### src/design/assert_macros.svh
// Assertion helpers used by the page table walk module.
// Each macro samples on the rising edge of clock and is switched off during reset.
`ifndef ASSERT_MACROS_SVH
`define ASSERT_MACROS_SVH

// The consequent must hold in the same cycle as the antecedent.
`define PGW_ASSERT_SAME(label, ante, cons, msg) \
   label: assert property (@(posedge clock) disable iff (reset) (ante) |-> (cons)) \
      else $error(msg);

// The consequent must hold in the cycle after the antecedent.
`define PGW_ASSERT_NEXT(label, ante, cons, msg) \
   label: assert property (@(posedge clock) disable iff (reset) (ante) |=> (cons)) \
      else $error(msg);

`endif

### src/design/pgw_pkg.sv
package pgw_pkg;

   // Fixed field widths and bit positions of the walk.
   localparam int PGW_PHYS_WORDS = 65536;
   localparam int INDEX_BITS     = 9;
   localparam int WORD_W         = 64;
   localparam int PADDR_W        = 52;
   localparam int LA_W           = 48;
   localparam int WIDX_W         = 16;
   localparam int STATUS_W       = 3;
   localparam int ENTRY_BASE_LSB = 12;
   localparam int ENTRY_BASE_MSB = 51;
   localparam int LEVELS         = 4;
   localparam int LEVEL_W        = 2;
   localparam logic [LEVEL_W-1:0] LEVEL_LAST = LEVEL_W'(LEVELS - 1);

   // Register file: one 64-bit register, index taken from paddr bit 3.
   localparam int CSR_ADDR_W    = 4;
   localparam int CSR_DATA_W    = 64;
   localparam int CSR_INDEX_LSB = 3;
   localparam logic REG_ROOT_TABLE_BASE = 1'b0;

   // Request kinds carried in tuser.
   localparam logic ACTION_WALK  = 1'b0;
   localparam logic ACTION_WRITE = 1'b1;

   // Result status codes.
   localparam logic [STATUS_W-1:0] ST_NO_ROOT     = 3'd0;
   localparam logic [STATUS_W-1:0] ST_ALL_PRESENT = 3'd5;
   localparam logic [STATUS_W-1:0] ST_WRITE_DONE  = 3'd6;

   // Microprogram step addresses.
   localparam int STEP_W = 3;
   localparam logic [STEP_W-1:0] STEP_CLEAR    = 3'd0;
   localparam logic [STEP_W-1:0] STEP_IDLE     = 3'd1;
   localparam logic [STEP_W-1:0] STEP_DISPATCH = 3'd2;
   localparam logic [STEP_W-1:0] STEP_ADDR     = 3'd3;
   localparam logic [STEP_W-1:0] STEP_CHECK    = 3'd4;
   localparam logic [STEP_W-1:0] STEP_DONE     = 3'd5;

   // Jump condition selectors.
   localparam int COND_W = 3;
   localparam logic [COND_W-1:0] COND_ALWAYS     = 3'd0;
   localparam logic [COND_W-1:0] COND_REQ_TAKEN  = 3'd1;
   localparam logic [COND_W-1:0] COND_IS_WALK    = 3'd2;
   localparam logic [COND_W-1:0] COND_WALK_END   = 3'd3;
   localparam logic [COND_W-1:0] COND_OUT_FREE   = 3'd4;
   localparam logic [COND_W-1:0] COND_CLEAR_LAST = 3'd5;

   // One control word of the microprogram.
   typedef struct packed {
      logic              req_ready;
      logic              rd_entry;
      logic              chk_entry;
      logic              ld_out;
      logic              clr_mem;
      logic [COND_W-1:0] cond;
      logic [STEP_W-1:0] tgt_true;
      logic [STEP_W-1:0] tgt_false;
   } ctrl_word_type;

   // Datapath flags tested by the jump conditions.
   typedef struct packed {
      logic req_taken;
      logic is_walk;
      logic walk_end;
      logic out_free;
      logic clear_last;
   } cond_flags_type;

   // Control store, one word per step.
   function automatic ctrl_word_type ucode_rom(input logic [STEP_W-1:0] step);
      ctrl_word_type w;
      w = '0;
      case (step)
         STEP_CLEAR: begin
            w.clr_mem   = 1'b1;
            w.cond      = COND_CLEAR_LAST;
            w.tgt_true  = STEP_IDLE;
            w.tgt_false = STEP_CLEAR;
         end
         STEP_IDLE: begin
            w.req_ready = 1'b1;
            w.cond      = COND_REQ_TAKEN;
            w.tgt_true  = STEP_DISPATCH;
            w.tgt_false = STEP_IDLE;
         end
         STEP_DISPATCH: begin
            w.cond      = COND_IS_WALK;
            w.tgt_true  = STEP_ADDR;
            w.tgt_false = STEP_DONE;
         end
         STEP_ADDR: begin
            w.rd_entry  = 1'b1;
            w.cond      = COND_ALWAYS;
            w.tgt_true  = STEP_CHECK;
            w.tgt_false = STEP_CHECK;
         end
         STEP_CHECK: begin
            w.chk_entry = 1'b1;
            w.cond      = COND_WALK_END;
            w.tgt_true  = STEP_DONE;
            w.tgt_false = STEP_ADDR;
         end
         STEP_DONE: begin
            w.ld_out    = 1'b1;
            w.cond      = COND_OUT_FREE;
            w.tgt_true  = STEP_IDLE;
            w.tgt_false = STEP_DONE;
         end
         default: begin
            w.cond      = COND_ALWAYS;
            w.tgt_true  = STEP_IDLE;
            w.tgt_false = STEP_IDLE;
         end
      endcase
      return w;
   endfunction

endpackage

### src/design/pgw_seq.sv
module pgw_seq import pgw_pkg::*; (
   input  logic              clock,
   input  logic              reset,
   input  cond_flags_type    flags,
   output ctrl_word_type     ctrl,
   output logic [STEP_W-1:0] step
);

   logic [STEP_W-1:0] step_ff;
   logic [STEP_W-1:0] step_in;
   logic              cond_hit;

   // Fetch the control word of the current step.
   assign ctrl = ucode_rom(step_ff);

   // Evaluate the selected jump condition.
   always_comb begin
      case (ctrl.cond)
         COND_ALWAYS:     cond_hit = 1'b1;
         COND_REQ_TAKEN:  cond_hit = flags.req_taken;
         COND_IS_WALK:    cond_hit = flags.is_walk;
         COND_WALK_END:   cond_hit = flags.walk_end;
         COND_OUT_FREE:   cond_hit = flags.out_free;
         COND_CLEAR_LAST: cond_hit = flags.clear_last;
         default:         cond_hit = 1'b1;
      endcase
      step_in = cond_hit ? ctrl.tgt_true : ctrl.tgt_false;
   end

   // The step counter starts with the memory clearing pass.
   always_ff @(posedge clock) begin
      if (reset) begin
         step_ff <= STEP_CLEAR;
      end else begin
         step_ff <= step_in;
      end
   end

   assign step = step_ff;

endmodule

### config.mk
export PLATFORM = sky130hd
export DESIGN_NAME = pgw_seq
export DESIGN_NICKNAME = d
export VERILOG_FILES = /design/src/design/assert_macros.svh /design/src/design/pgw_pkg.sv /design/src/design/pgw_seq.sv
export SDC_FILE = /design/constraint.sdc
export NUM_CORES = 1
export LEC_CHECK = 0
export ABC_CLOCK_PERIOD_IN_PS = 1250
export BUFFER_PORTS_ARGS = -buffer_cell sky130_fd_sc_hd__buf_2
export CAP_MARGIN = 20
export CORE_AREA = 5 5 42 44
export CTS_BUF_LIST = sky130_fd_sc_hd__clkbuf_8 sky130_fd_sc_hd__clkbuf_16
export CTS_CLUSTER_DIAMETER = 50
export DETAILED_ROUTE_END_ITERATION = 6
export DIE_AREA = 0 0 47 49
export RECOVER_POWER = 50
export SETUP_SLACK_MARGIN = 0.3
export SYNTH_ARGS = -nofsm -noshare
export SYNTH_HDL_FRONTEND = slang
export SYNTH_SLANG_ARGS = --single-unit
### constraint.sdc
create_clock -name clock -period 1.25 [get_ports clock]
set_input_delay 0.0625 -clock clock [delete_from_list [all_inputs] [get_ports clock]]
set_output_delay 0.0625 -clock clock [all_outputs]
set_load 0.005 [all_outputs]
-- Yosys cells after proc, flatten, opt, wreduce, memory -nomap -nowiden
Cells that the tools add are included.
- register bits: 3
- bits of input ports: 7
- equal/unequal tests: 10
- multiplexer cells: 8
- reduce and logical (&&, ||, !) cells: 1
- operators with widths (operator ; count):
    $pmux W9 S6 ; 1
    $eq A3 B2 Y1 const B ; 4
    $eq A3 B3 Y1 const B ; 4
    $eq A3 B1 Y1 const B ; 2
    $mux W1 ; 5
    $pmux W1 S5 ; 1
    $logic_not A3 Y1 ; 1
    $mux W3 ; 1

-- Longest topological paths before layout
Gate-level depths: netlist (run 1).
- depth in word-level cells: 5
- gate-level depth with buffers: 5
- mapped depth without buffers: 4

-- Worst setup path after synthesis (run 1)
Ideal clock, no wire load.
- path kind: register to register
- start point: reg step_ff[0], in the netlist step[0]
- end point: reg step_ff[2], in the netlist step[2]
- library setup time: 118 ps
- arrival time: 1166 ps
- slack: -34 ps
- stages on the path, launching flop included: 5
- clock period less this slack: 1284 ps
- path through: dfxtp_1 > mux2_4 > a21oi_2 > a2bb2o_4 > mux2i_1
- longest elaborated chain between the ends: 5
- elaborated cells on any way between the ends: 14
- those cells by class: eq/ne (10); mux (3); reduce/logical (1)
- ends and longest elaborated chain (what ; RTL line ; RTL):
    start, declared ; pgw_seq.sv:9 ; logic [STEP_W-1:0] step_ff;
    start signal, assigned ; pgw_seq.sv:35 ; step_ff <= step_in;
    $eq A3 B3 Y1 (tied with other cells) ; pgw_pkg.sv:75 ; case (step)
    $pmux W9 S6 * ; pgw_pkg.sv:75 ;
    $eq A3 B3 Y1 (tied with other cells) ; pgw_seq.sv:18 ; case (ctrl.cond)
    $pmux W1 S5 ; pgw_seq.sv:18 ;
    $mux W3 * ; pgw_seq.sv:27 ; step_in = cond_hit ? ctrl.tgt_true : ctrl.tgt_false;
Every way passes the cells marked *; elsewhere a longest branch is shown, timed or not.
A chain may end at the register's enable or synchronous reset.

-- Worst setup path after layout (run 1)
Ends and elaborated chain as after synthesis.

==> summary.md, run 1 <==
| Metric | Value |
|---|---|
| Outcome | `finished, violations left` |
| Vias | `458` |
| DIE WIDTH | `47 um` |
| Placed inst area | `470 um2` |
| Crit path cell chain | `mux2_4 -> a21oi_2 -> a2bb2o_4 -> mux2i_2` |
| EDFF count, synth | `0` |
| Clk buf depth | `2` |
| Cell Area, Synth | `315 um2` |
| Worst setup SP type | `register` |
| Rows | `14` |
| Final Cell Area | `865 um2` |
| Routed Antenna Nets | `0` |
| Post-route total power | `0.652 mW` |
| Slowest Stage Delay on Critical Path | `380 ps` |
| Layout Utilization | `61.7%` |
| Routability Congestion | `0.796` |
| Clock sinks | `3` |
| Pin count of the biggest net entering global routing | `11` |
| Final setup viols | `3` |
| DRT iter0 DRCs | `0` |
| Die area | `0.00230 mm2` |
| Vias/cell | `4.53` |
| Crit-path slowest cell | `dfxtp_4` |
| PortBufs | `23` |
| R2R Path Start | `step[0]` |
| TritonCTS clock tree | `yes` |
| Asr flop ratio synth | `0%` |
| Pwr per Cell Area | `754 mW/mm2` |
| #FFs+latches synth | `3` |
| Nature of the critical path endpoint | `register` |
| Total Neg Setup Slack | `-128 ps` |
| Hold Vio Cnt, Final | `0` |
| Final Non-Filler Cells | `101` |
| Cells after Synth | `43` |
| Total CTS buffers | `3` |
| Crit path buf inv count | `0` |
| Max-cap violation count | `0` |
| Reg2Reg Depth | `4` |
| Worst-Margin Slew | `352 ps` |
| Rel. slew slack | `76.3%` |
| Clock transition at path regs | `30 ps` |
| Die Ht | `49 um` |
| Area Overhead vs Synth | `174%` |
| CP endpoint | `step[2]` |
| Max reg flops | `3` |
| Slew Limit Fails | `0` |
| Root Buffer | `clkbuf_8` |
| First drt pass iteration count | `1` |
| Post-Place Setup Slack | `-10.4 ps` |
| Reg-to-reg endpoint | `step[2]` |
| Synthesized area per cell | `7.33 um2` |
| Remaining global-route overflow | `0` |
| Clk Latency, worst-skew pair | `220 ps` |
| Worst Path Arrival | `1450 ps` |
| Fin crit share | `106%` |
| Failing checks | `setup timing` |
| NumNets Final | `93` |
| Worst hold path type | `in2reg` |
| Final clock skew | `3.50 ps` |
| Max IR drop VDD | `0.534 mV` |
| Yosys warns | `0` |
| WL final | `1.33 mm` |
| Peak Freq | `0.754 GHz` |
| R2R Setup Slk | `-80 ps` |
| First-pass GRT wire length | `2.08 mm` |
| Initial antenna violation count | `0` |
| Seq/Total Area, Yosys | `19.0%` |
| DRC | `0` |
| Layout cells sized above 1 | `80.0%` |
| Antenna fix cells | `0` |
| Core Region | `0.00140 mm2` |
| Levels on crit path | `4` |
| # IOs | `24` |
| Leakage | `0.408 nW` |
| Crit path kind | `reg2reg` |
| Hold slack final | `22.4 ps` |
| Detailed-route wire length per cell | `13.1 um` |
| Critical Path Start | `step[0]` |
| Syn Nets | `50` |
| Placed Cells | `81` |
| Synth cell types | `22` |
| CTS H-tree depth | `1` |
| RSZ-0062 raised after global routing | `yes` |
| Worst path required time | `1370 ps` |
| Vias in the first global route | `495` |
| Final setup margin | `-76.4 ps` |
| DP HPWL | `756 um` |
| Cell family with the largest share of critical-path delay | `multiplexers` |
| Worst min-delay path startpoint | `reset` |
| Global-route usage over all layers | `12.3%` |
| Top_reg_cell synth | `dfxtp_1` |
| Min Tclk post-route | `1330 ps` |
| Initial Util | `22.5%` |
| Crit-path max FO | `3` |
[cell families after synthesis]
family          after synthesis  synth area share, %
compound gates               10                 23.0
xor+xnor                      2                 5.56
buf+inv                       7                 9.52
flops                         3                 19.0
mux                           2                 7.94
simple gates                 19                 34.9
[report_power, final]
group	leakage, nW	switching (mW)	total (mW)	internal (mW)
clock network	0.0269	0.0672	0.277	0.209
registers	0.0266	0.00946	0.107	0.0977
logic	0.355	0.0993	0.268	0.169
[placed cells by master (no fill, tap or decap), drive strengths merged]
cell / synthesis / final
a21oi: 3 / 3
a2bb2o: 1 / 1
a31oi: 1 / 1
buf: 3 / 40
clkbuf: 0 / 4
dfxtp: 3 / 3
inv: 4 / 5
mux2: 1 / 1
mux2i: 1 / 1
nand2: 2 / 2
nand2b: 3 / 3
nand3b: 1 / 1
nor2: 6 / 6
nor3: 1 / 1
nor3b: 3 / 3
nor4b: 1 / 1
o21ai: 4 / 4
o21bai: 1 / 1
or2: 1 / 1
or3: 1 / 1
xnor2: 2 / 2
[metal layers]
metal  global-route usage [%]  wire length, um
met1                     14.3              546
met2                     18.3              673
met3                     4.06              105
met4                     8.29                0
met5                        0                0
[final cells by class]
class | instances | area [um2]
fillers | 139 | 537
repair buffers | 41 | 359
multi-input cells | 33 | 354
flip-flops and latches | 3 | 71.3
clock buffers | 3 | 41.3
well taps | 16 | 20.0
inverters | 4 | 15.0
clock inverters | 1 | 3.75
[worst min-delay path by stage]
stage | to | slack (ps) | cells after the start
final | step[1] | 20 | 2
after global routing | step[1] | 30 | 2
after CTS | step[1] | 20 | 2
after detailed placement | step[1] | 250 | 2
after global placement | step[1] | 250 | 2
after floorplan | step[0] | 130 | 1
[synthesized netlist by cell type, drive strengths merged, types with 2 or more instances]
master,instances,area (um2)
nor2,6,22.5
dfxtp,3,60.1
buf,3,15.0
o21ai,4,20.0
xnor2,2,17.5
inv,4,15.0
nand2b,3,18.8
nand2,2,7.51
a21oi,3,18.8
nor3b,3,27.5
[repair_timing]
item                                   4_1_cts  5_1_grt
resized for setup                           30        9
pin swaps                                   11        4
gates cloned                                 1        0
setup buffers                               12        3
endpoints found under the hold margin        0        0
setup endpoints to repair                   18       20
hold buffers                                 0        0
(Power assumes the default switching activity.)
==> run 2, diff against run 1 <==
==> constraint.sdc (replaced) <==
create_clock -name clock -period 1.25 [get_ports clock]
set_input_delay 0.125 -clock clock [delete_from_list [all_inputs] [get_ports clock]]
set_output_delay 0.125 -clock clock [all_outputs]
set_load 0.005 [all_outputs]
==> run 2 against run 1 <==
The flow still finishes with violations (setup timing). Sequential cell count unchanged. Clock-buffer cell count stayed put. Sequential share of layout area up 1.3 points. Worst hold slack better by 66 ps. Sequential power is essentially flat. Largest power group unchanged.
==> summary.md, run 2 (synthesis results as in run 1) <==
| Metric | Value |
|---|---|
| NumNets Final | `91 (-2.2%)` |
| DP HPWL | `745 um (-1.4%)` |
| Vias/cell | `4.65 (+2.5%)` |
| Final setup viols | `5 (+2)` |
| Placed inst area | `458 um2 (-2.7%)` |
| First-pass GRT wire length | `2.04 mm (-2.0%)` |
| WL final | `1.30 mm (-2.2%)` |
| Core Region | `0.00140 mm2 (unchanged)` |
| Peak Freq | `0.751 GHz (-0.43%)` |
| Hold endpoint | `step[0]` |
| Die Ht | `49 um (unchanged)` |
| Reg2Reg Depth | `5 (+1)` |
| Routed Antenna Nets | `0 (unchanged)` |
| Max reg flops | `3 (unchanged)` |
| Final setup margin | `-82.2 ps (-5.77 ps)` |
| Leakage | `0.372 nW (-8.9%)` |
| Hold Vio Cnt, Final | `0 (unchanged)` |
| P_sw | `0.161 mW (-8.4%)` |
| Worst path required time | `1360 ps (about the same)` |
| Pint | `0.429 mW (-10%)` |
| Initial Util | `22.5% (unchanged)` |
| Total CTS buffers | `3 (unchanged)` |
| Layout Utilization | `53.5% (-8.2 points)` |
| Commonest non-fill, non-tap cell in the layout | `buf_2` |
| Worst min-delay path startpoint | `reset` |
| Final clock skew | `1.64 ps (-1.87 ps)` |
| Outcome | `finished, violations left` |
| Root Buffer | `clkbuf_8` |
| RSZ-0062 raised after global routing | `yes` |
| Crit-path max FO | `4 (+1)` |
| Fill count | `133 (-4.3%)` |
| Worst hold path type | `in2reg` |
| Nature of the critical path endpoint | `register` |
| Sequential power share | `17.8% (+1.4 points)` |
| Global-route usage over all layers | `12.3% (about the same)` |
| Antenna fix cells | `0 (unchanged)` |
| PortBufs | `23 (unchanged)` |
| Clock transition at path regs | `30 ps (about the same)` |
| DRT iter0 DRCs | `1 (+1)` |
| Placed Cells | `81 (unchanged)` |
| Register Area | `71.3 um2 (unchanged)` |
| Clk Latency, worst-skew pair | `220 ps (about the same)` |
| TritonCTS clock tree | `yes` |
| Layout cells sized above 1 | `72.3% (-7.7 points)` |
| Vias | `460 (+0.44%)` |
| Count of hold-fix buffers inserted at cts | `0 (unchanged)` |
| Final Non-Filler Cells | `99 (-2.0%)` |
| # IOs | `24 (unchanged)` |
| Rows | `14 (unchanged)` |
| Worst setup SP type | `register` |
| CTS H-tree depth | `1 (unchanged)` |
| Remaining global-route overflow | `0 (unchanged)` |
| Pwr per Cell Area | `787 mW/mm2 (+4.3%)` |
| Multi-input logic area | `309 um2 (-13%)` |
| DRC | `0 (unchanged)` |
| Failing checks | `setup timing` |
| Clk buf depth | `2 (unchanged)` |
| Crit path kind | `reg2reg` |
| Die area | `0.00230 mm2 (unchanged)` |
| First drt pass iteration count | `4 (+3)` |
| Commonest cells after routing, fill and taps aside | `buf_2, buf_6, buf_4` |
| R2R Setup Slk | `-80 ps (about the same)` |
| Comb power frac | `35.4% (-5.8 points)` |
| Routability Congestion | `0.770 (-3.3%)` |
| Detailed-route wire length per cell | `13.1 um (-0.21%)` |
| DIE WIDTH | `47 um (unchanged)` |
| Fin crit share | `107% (+0.46 points)` |
| Rel. slew slack | `79.2% (+3.0 points)` |
| Hold path depth | `2 (unchanged)` |
| R2R Path Start | `step[0]` |
| Worst Path Arrival | `1440 ps (about the same)` |
| Pin count of the biggest net entering global routing | `8 (-3)` |
| Slew Limit Fails | `0 (unchanged)` |
| Max-cap violation count | `0 (unchanged)` |
| Area Overhead vs Synth | `138%` |
| Net Sw Frac | `27.3% (+0.34 points)` |
| Reg-to-reg endpoint | `step[2]` |
| Clk pwr share | `46.9% (+4.5 points)` |
| Vias in the first global route | `430 (-13%)` |
| Clock sinks | `3 (unchanged)` |
| Max IR drop VDD | `0.672 mV (+26%)` |
| Initial antenna violation count | `0 (unchanged)` |
| Worst-Margin Slew | `307 ps (-45.1 ps)` |
| Min Tclk post-route | `1330 ps (+5.77 ps)` |
| Final Cell Area | `749 um2 (-13%)` |
==> run 2: cell types whose count changed in the layout (fill, tap and decap cells not counted), moves of 2 or more <==
cell | before | now
buf_4 | 8 | 6
buf_12 | 3 | 0
buf_6 | 7 | 11
buf_2 | 19 | 21
==> run 2: worst max-delay path, stage by stage (launching register included) <==
cell	delay, ps
dfxtp_4	350
buf_6	110
mux2_4	290
a21oi_2	140
a2bb2o_4	230
mux2i_1	100
==> run 2: metal layers <==
layer,wire length (um),track usage [%],vias up
met5,0,0,-
li1,-,-,225
met4,23,5.53,0
met2,608,17.4,21
met1,526,15.4,209
met3,137,5.90,5
==> run 2: stage by stage <==
step                setup slack (ps)  total power, mW  hold WS [ps]  TNS [ps]
global route                    -148            0.622           106      -472
CTS                            -57.1            0.570          87.8      -157
finish                         -82.2            0.590          88.5      -238
global placement                29.6            0.231           315         0
detailed placement              22.0            0.233           312         0
floorplan                       44.8            0.184           188         0
==> run 2: power by group through the flow <==
| stage | sequential (mW) | combinational (mW) | clock (mW) |
|---|---|---|---|
| after floorplan | 0.107 | 0.0765 | 0 |
| after global placement | 0.109 | 0.122 | 0 |
| after detailed placement | 0.110 | 0.123 | 0 |
| after CTS | 0.104 | 0.187 | 0.279 |
| after global routing | 0.106 | 0.227 | 0.290 |
| final | 0.105 | 0.209 | 0.277 |
==> run 2: layout make-up <==
class	count	area share (%)
tap	16	2.67
inverter	4	2.00
timing repair buffer	39	38.6
sequential	3	9.52
clock buffer	3	5.51
clock inverter	1	0.501
multi-input combinational	33	41.2
==> run 2: what timing repair did <==
item / 4_1_cts / 5_1_grt
endpoints found under the hold margin: 0 / 0
pin swaps: 5 / 3
resized for setup: 25 / 7
endpoints found under the setup margin: 19 / 20
buffers inserted: 11 / 2
cloned: 1 / 0
==> run 2: how the worst max path moves through the flow <==
| stage | start | end | slack, ps | depth (start not counted) |
|---|---|---|---|---|
| floorplan | step[0] | step[2] | 40 | 4 |
| global placement | step[2] | step[1] | 30 | 4 |
| detailed placement | step[0] | step[2] | 20 | 5 |
| CTS | step[0] | step[2] | -60 | 5 |
| global route | step[0] | step[2] | -150 | 5 |
| finish | step[0] | step[2] | -80 | 5 |
==> run 3, diff against run 2 <==
--- a/config.mk
+++ b/config.mk
@@ -13,7 +13,7 @@
 export CTS_CLUSTER_DIAMETER = 50
 export DETAILED_ROUTE_END_ITERATION = 6
 export DIE_AREA = 0 0 47 49
-export RECOVER_POWER = 50
+export RECOVER_POWER = 100
 export SETUP_SLACK_MARGIN = 0.3
 export SYNTH_ARGS = -nofsm -noshare
 export SYNTH_HDL_FRONTEND = slang
==> run 3 against run 2 <==
The flow still finishes with violations (setup timing). Via count increased by 0.87%. Sequential power about the same. Non-clock buffer count unchanged. Clock skew increased by 0.57 ps. Critical path type unchanged. Critical endpoint unchanged. Largest power group unchanged. Highest routed layer unchanged.
==> summary.md, run 3 (synthesis results as in run 1) <==
| Metric | Value |
|---|---|
| Cell family with the largest share of critical-path delay | `multiplexers` |
| Nature of the critical path endpoint | `register` |
| Worst setup SP type | `register` |
| DRC | `0 (unchanged)` |
| Antenna fix cells | `0 (unchanged)` |
| Crit path kind | `reg2reg` |
| Hold Vio Cnt, Final | `0 (unchanged)` |
| PortBufs | `23 (unchanged)` |
| Leakage | `0.363 nW (-2.4%)` |
| Count of hold-fix buffers inserted at cts | `0 (unchanged)` |
| RSZ-0062 raised after global routing | `yes` |
| # IOs | `24 (unchanged)` |
| Post-Place Setup Slack | `22.0 ps (unchanged)` |
| Vias in the first global route | `430 (unchanged)` |
| Crit-path max FO | `4 (unchanged)` |
| Net Sw Frac | `27.3% (-0.034 points)` |
| WL final | `1.32 mm (+1.5%)` |
| DP HPWL | `745 um (unchanged)` |
| Max reg flops | `3 (unchanged)` |
| Rel. slew slack | `78.9% (-0.34 points)` |
| Area Overhead vs Synth | `133%` |
| Worst-Margin Slew | `312 ps (+5.07 ps)` |
| Clk pwr share | `47.4% (+0.5 points)` |
| Final setup margin | `-80.4 ps (+1.80 ps)` |
| Die area | `0.00230 mm2 (unchanged)` |
| Max-cap violation count | `0 (unchanged)` |
| Vias | `464 (+0.87%)` |
| Outcome | `finished, violations left` |
| Global-route usage over all layers | `12.3% (unchanged)` |
| Clk Latency, worst-skew pair | `220 ps (about the same)` |
| Reg2Reg Depth | `5 (unchanged)` |
| Total CTS buffers | `3 (unchanged)` |
| Placed Cells | `81 (unchanged)` |
| Detailed-route wire length per cell | `13.3 um (+1.5%)` |
| Crit path cell chain | `buf_6 -> mux2_4 -> a21oi_2 -> a2bb2o_4 -> mux2i_1` |
| Peak Freq | `0.752 GHz (+0.13%)` |
| Failing checks | `setup timing` |
| Layout cells sized above 1 | `69.9% (-2.4 points)` |
| Rows | `14 (unchanged)` |
| Final setup viols | `4 (-1)` |
| Clk buf depth | `2 (unchanged)` |
| Clock transition at path regs | `30 ps (about the same)` |
| First drt pass iteration count | `4 (unchanged)` |
| Critical Path Start | `step[0]` |
| Levels on crit path | `5 (unchanged)` |
| Core Region | `0.00140 mm2 (unchanged)` |
| CTS H-tree depth | `1 (unchanged)` |
| Final Non-Filler Cells | `99 (unchanged)` |
| Slowest Stage Delay on Critical Path | `350 ps (about the same)` |
| P_sw | `0.160 mW (-0.91%)` |
| TritonCTS clock tree | `yes` |
| Final clock skew | `2.20 ps (+0.566 ps)` |
| Pint | `0.426 mW (-0.74%)` |
| DIE WIDTH | `47 um (unchanged)` |
| R2R Path Start | `step[0]` |
| CP endpoint | `step[2]` |
| Worst path required time | `1360 ps (about the same)` |
| Min Tclk post-route | `1330 ps (-1.80 ps)` |
| Remaining global-route overflow | `0 (unchanged)` |
| Commonest non-fill, non-tap cell in the layout | `buf_2` |
| R2R Setup Slk | `-80 ps (about the same)` |
| NumNets Final | `91 (unchanged)` |
| Vias/cell | `4.69 (+0.87%)` |
| Initial antenna violation count | `0 (unchanged)` |
| Worst Path Arrival | `1440 ps (about the same)` |
| Pwr per Cell Area | `797 mW/mm2 (+1.2%)` |
| First-pass GRT wire length | `2.04 mm (unchanged)` |
| Root Buffer | `clkbuf_8` |
| Crit-path slowest cell | `dfxtp_4` |
| Max IR drop VDD | `0.671 mV (-0.17%)` |
| Pin count of the biggest net entering global routing | `8 (unchanged)` |
| Slew Limit Fails | `0 (unchanged)` |
| Fin crit share | `106% (-0.14 points)` |
| Routability Congestion | `0.770 (unchanged)` |
| Commonest cells after routing, fill and taps aside | `buf_2, buf_6, buf_4` |
| Comb power frac | `34.8% (-0.6 points)` |
| Die Ht | `49 um (unchanged)` |
| Worst hold path type | `in2reg` |
| Reg-to-reg endpoint | `step[2]` |
| Crit path buf inv count | `1 (unchanged)` |
| Routed Antenna Nets | `0 (unchanged)` |
| Sequential power share | `17.8% (about the same)` |
| Clock sinks | `3 (unchanged)` |
| Initial Util | `22.5% (unchanged)` |
| DRT iter0 DRCs | `1 (unchanged)` |
run 3: how the worst min path moves through the flow:
stage                from  endpoint  slack (ps)  cells after the start
finish              reset   step[0]          90                      2
global route        reset   step[0]         110                      2
CTS                 reset   step[0]          90                      2
detailed placement  reset   step[1]         310                      2
global placement    reset   step[0]         320                      2
floorplan           reset   step[0]         190                      1
run 3: cell type report:
| class | instances | area [um2] |
|---|---|---|
| fill | 138 | 667 |
| multi-input combinational | 33 | 297 |
| timing repair buffer | 39 | 287 |
| sequential | 3 | 71.3 |
| clock buffer | 3 | 41.3 |
| tap | 16 | 20.0 |
| inverter | 4 | 15.0 |
| clock inverter | 1 | 3.75 |
run 3: power groups by stage:
stage / Sequential (mW) / Clock (mW) / Combinational (mW)
3_3_place_gp: 0.109 / 0 / 0.122
3_5_place_dp: 0.110 / 0 / 0.123
6_report: 0.104 / 0.277 / 0.204
2_1_floorplan: 0.107 / 0 / 0.0765
5_1_grt: 0.105 / 0.290 / 0.221
4_1_cts: 0.104 / 0.279 / 0.187
run 3: layer usage:
layer	vias to the layer above	routed length [um]	track usage, %
li1	225	-	-
met1	212	523	15.4
met2	22	619	17.4
met3	5	149	5.90
met4	0	23	5.53
met5	-	0	0
run 3: worst reg2reg max path, cell delays in order (launching register included):
cell and delay [ps]:
dfxtp_4 350, buf_6 110, mux2_4 290, a21oi_2 140, a2bb2o_4 230, mux2i_1 100
run 3: timing repair:
action	CTS	global route
gates cloned	1	0
resized for setup	25	7
buffers inserted	11	2
pin swaps	5	3
endpoints found under the setup margin	19	20
run 3: through the flow:
stage / area, um2 / hold WS, ps / power (mW) / utilization [%] / setup TNS, ps
finish: 734 / 88.3 / 0.585 / 52.4 / -230
global route: 734 / 106 / 0.617 / 52.4 / -441
CTS: 689 / 87.8 / 0.570 / 49.2 / -157
detailed placement: 458 / 312 / 0.233 / 32.7 / 0
floorplan: 332 / 188 / 0.184 / - / 0
global placement: 458 / 315 / 0.231 / 32.7 / 0
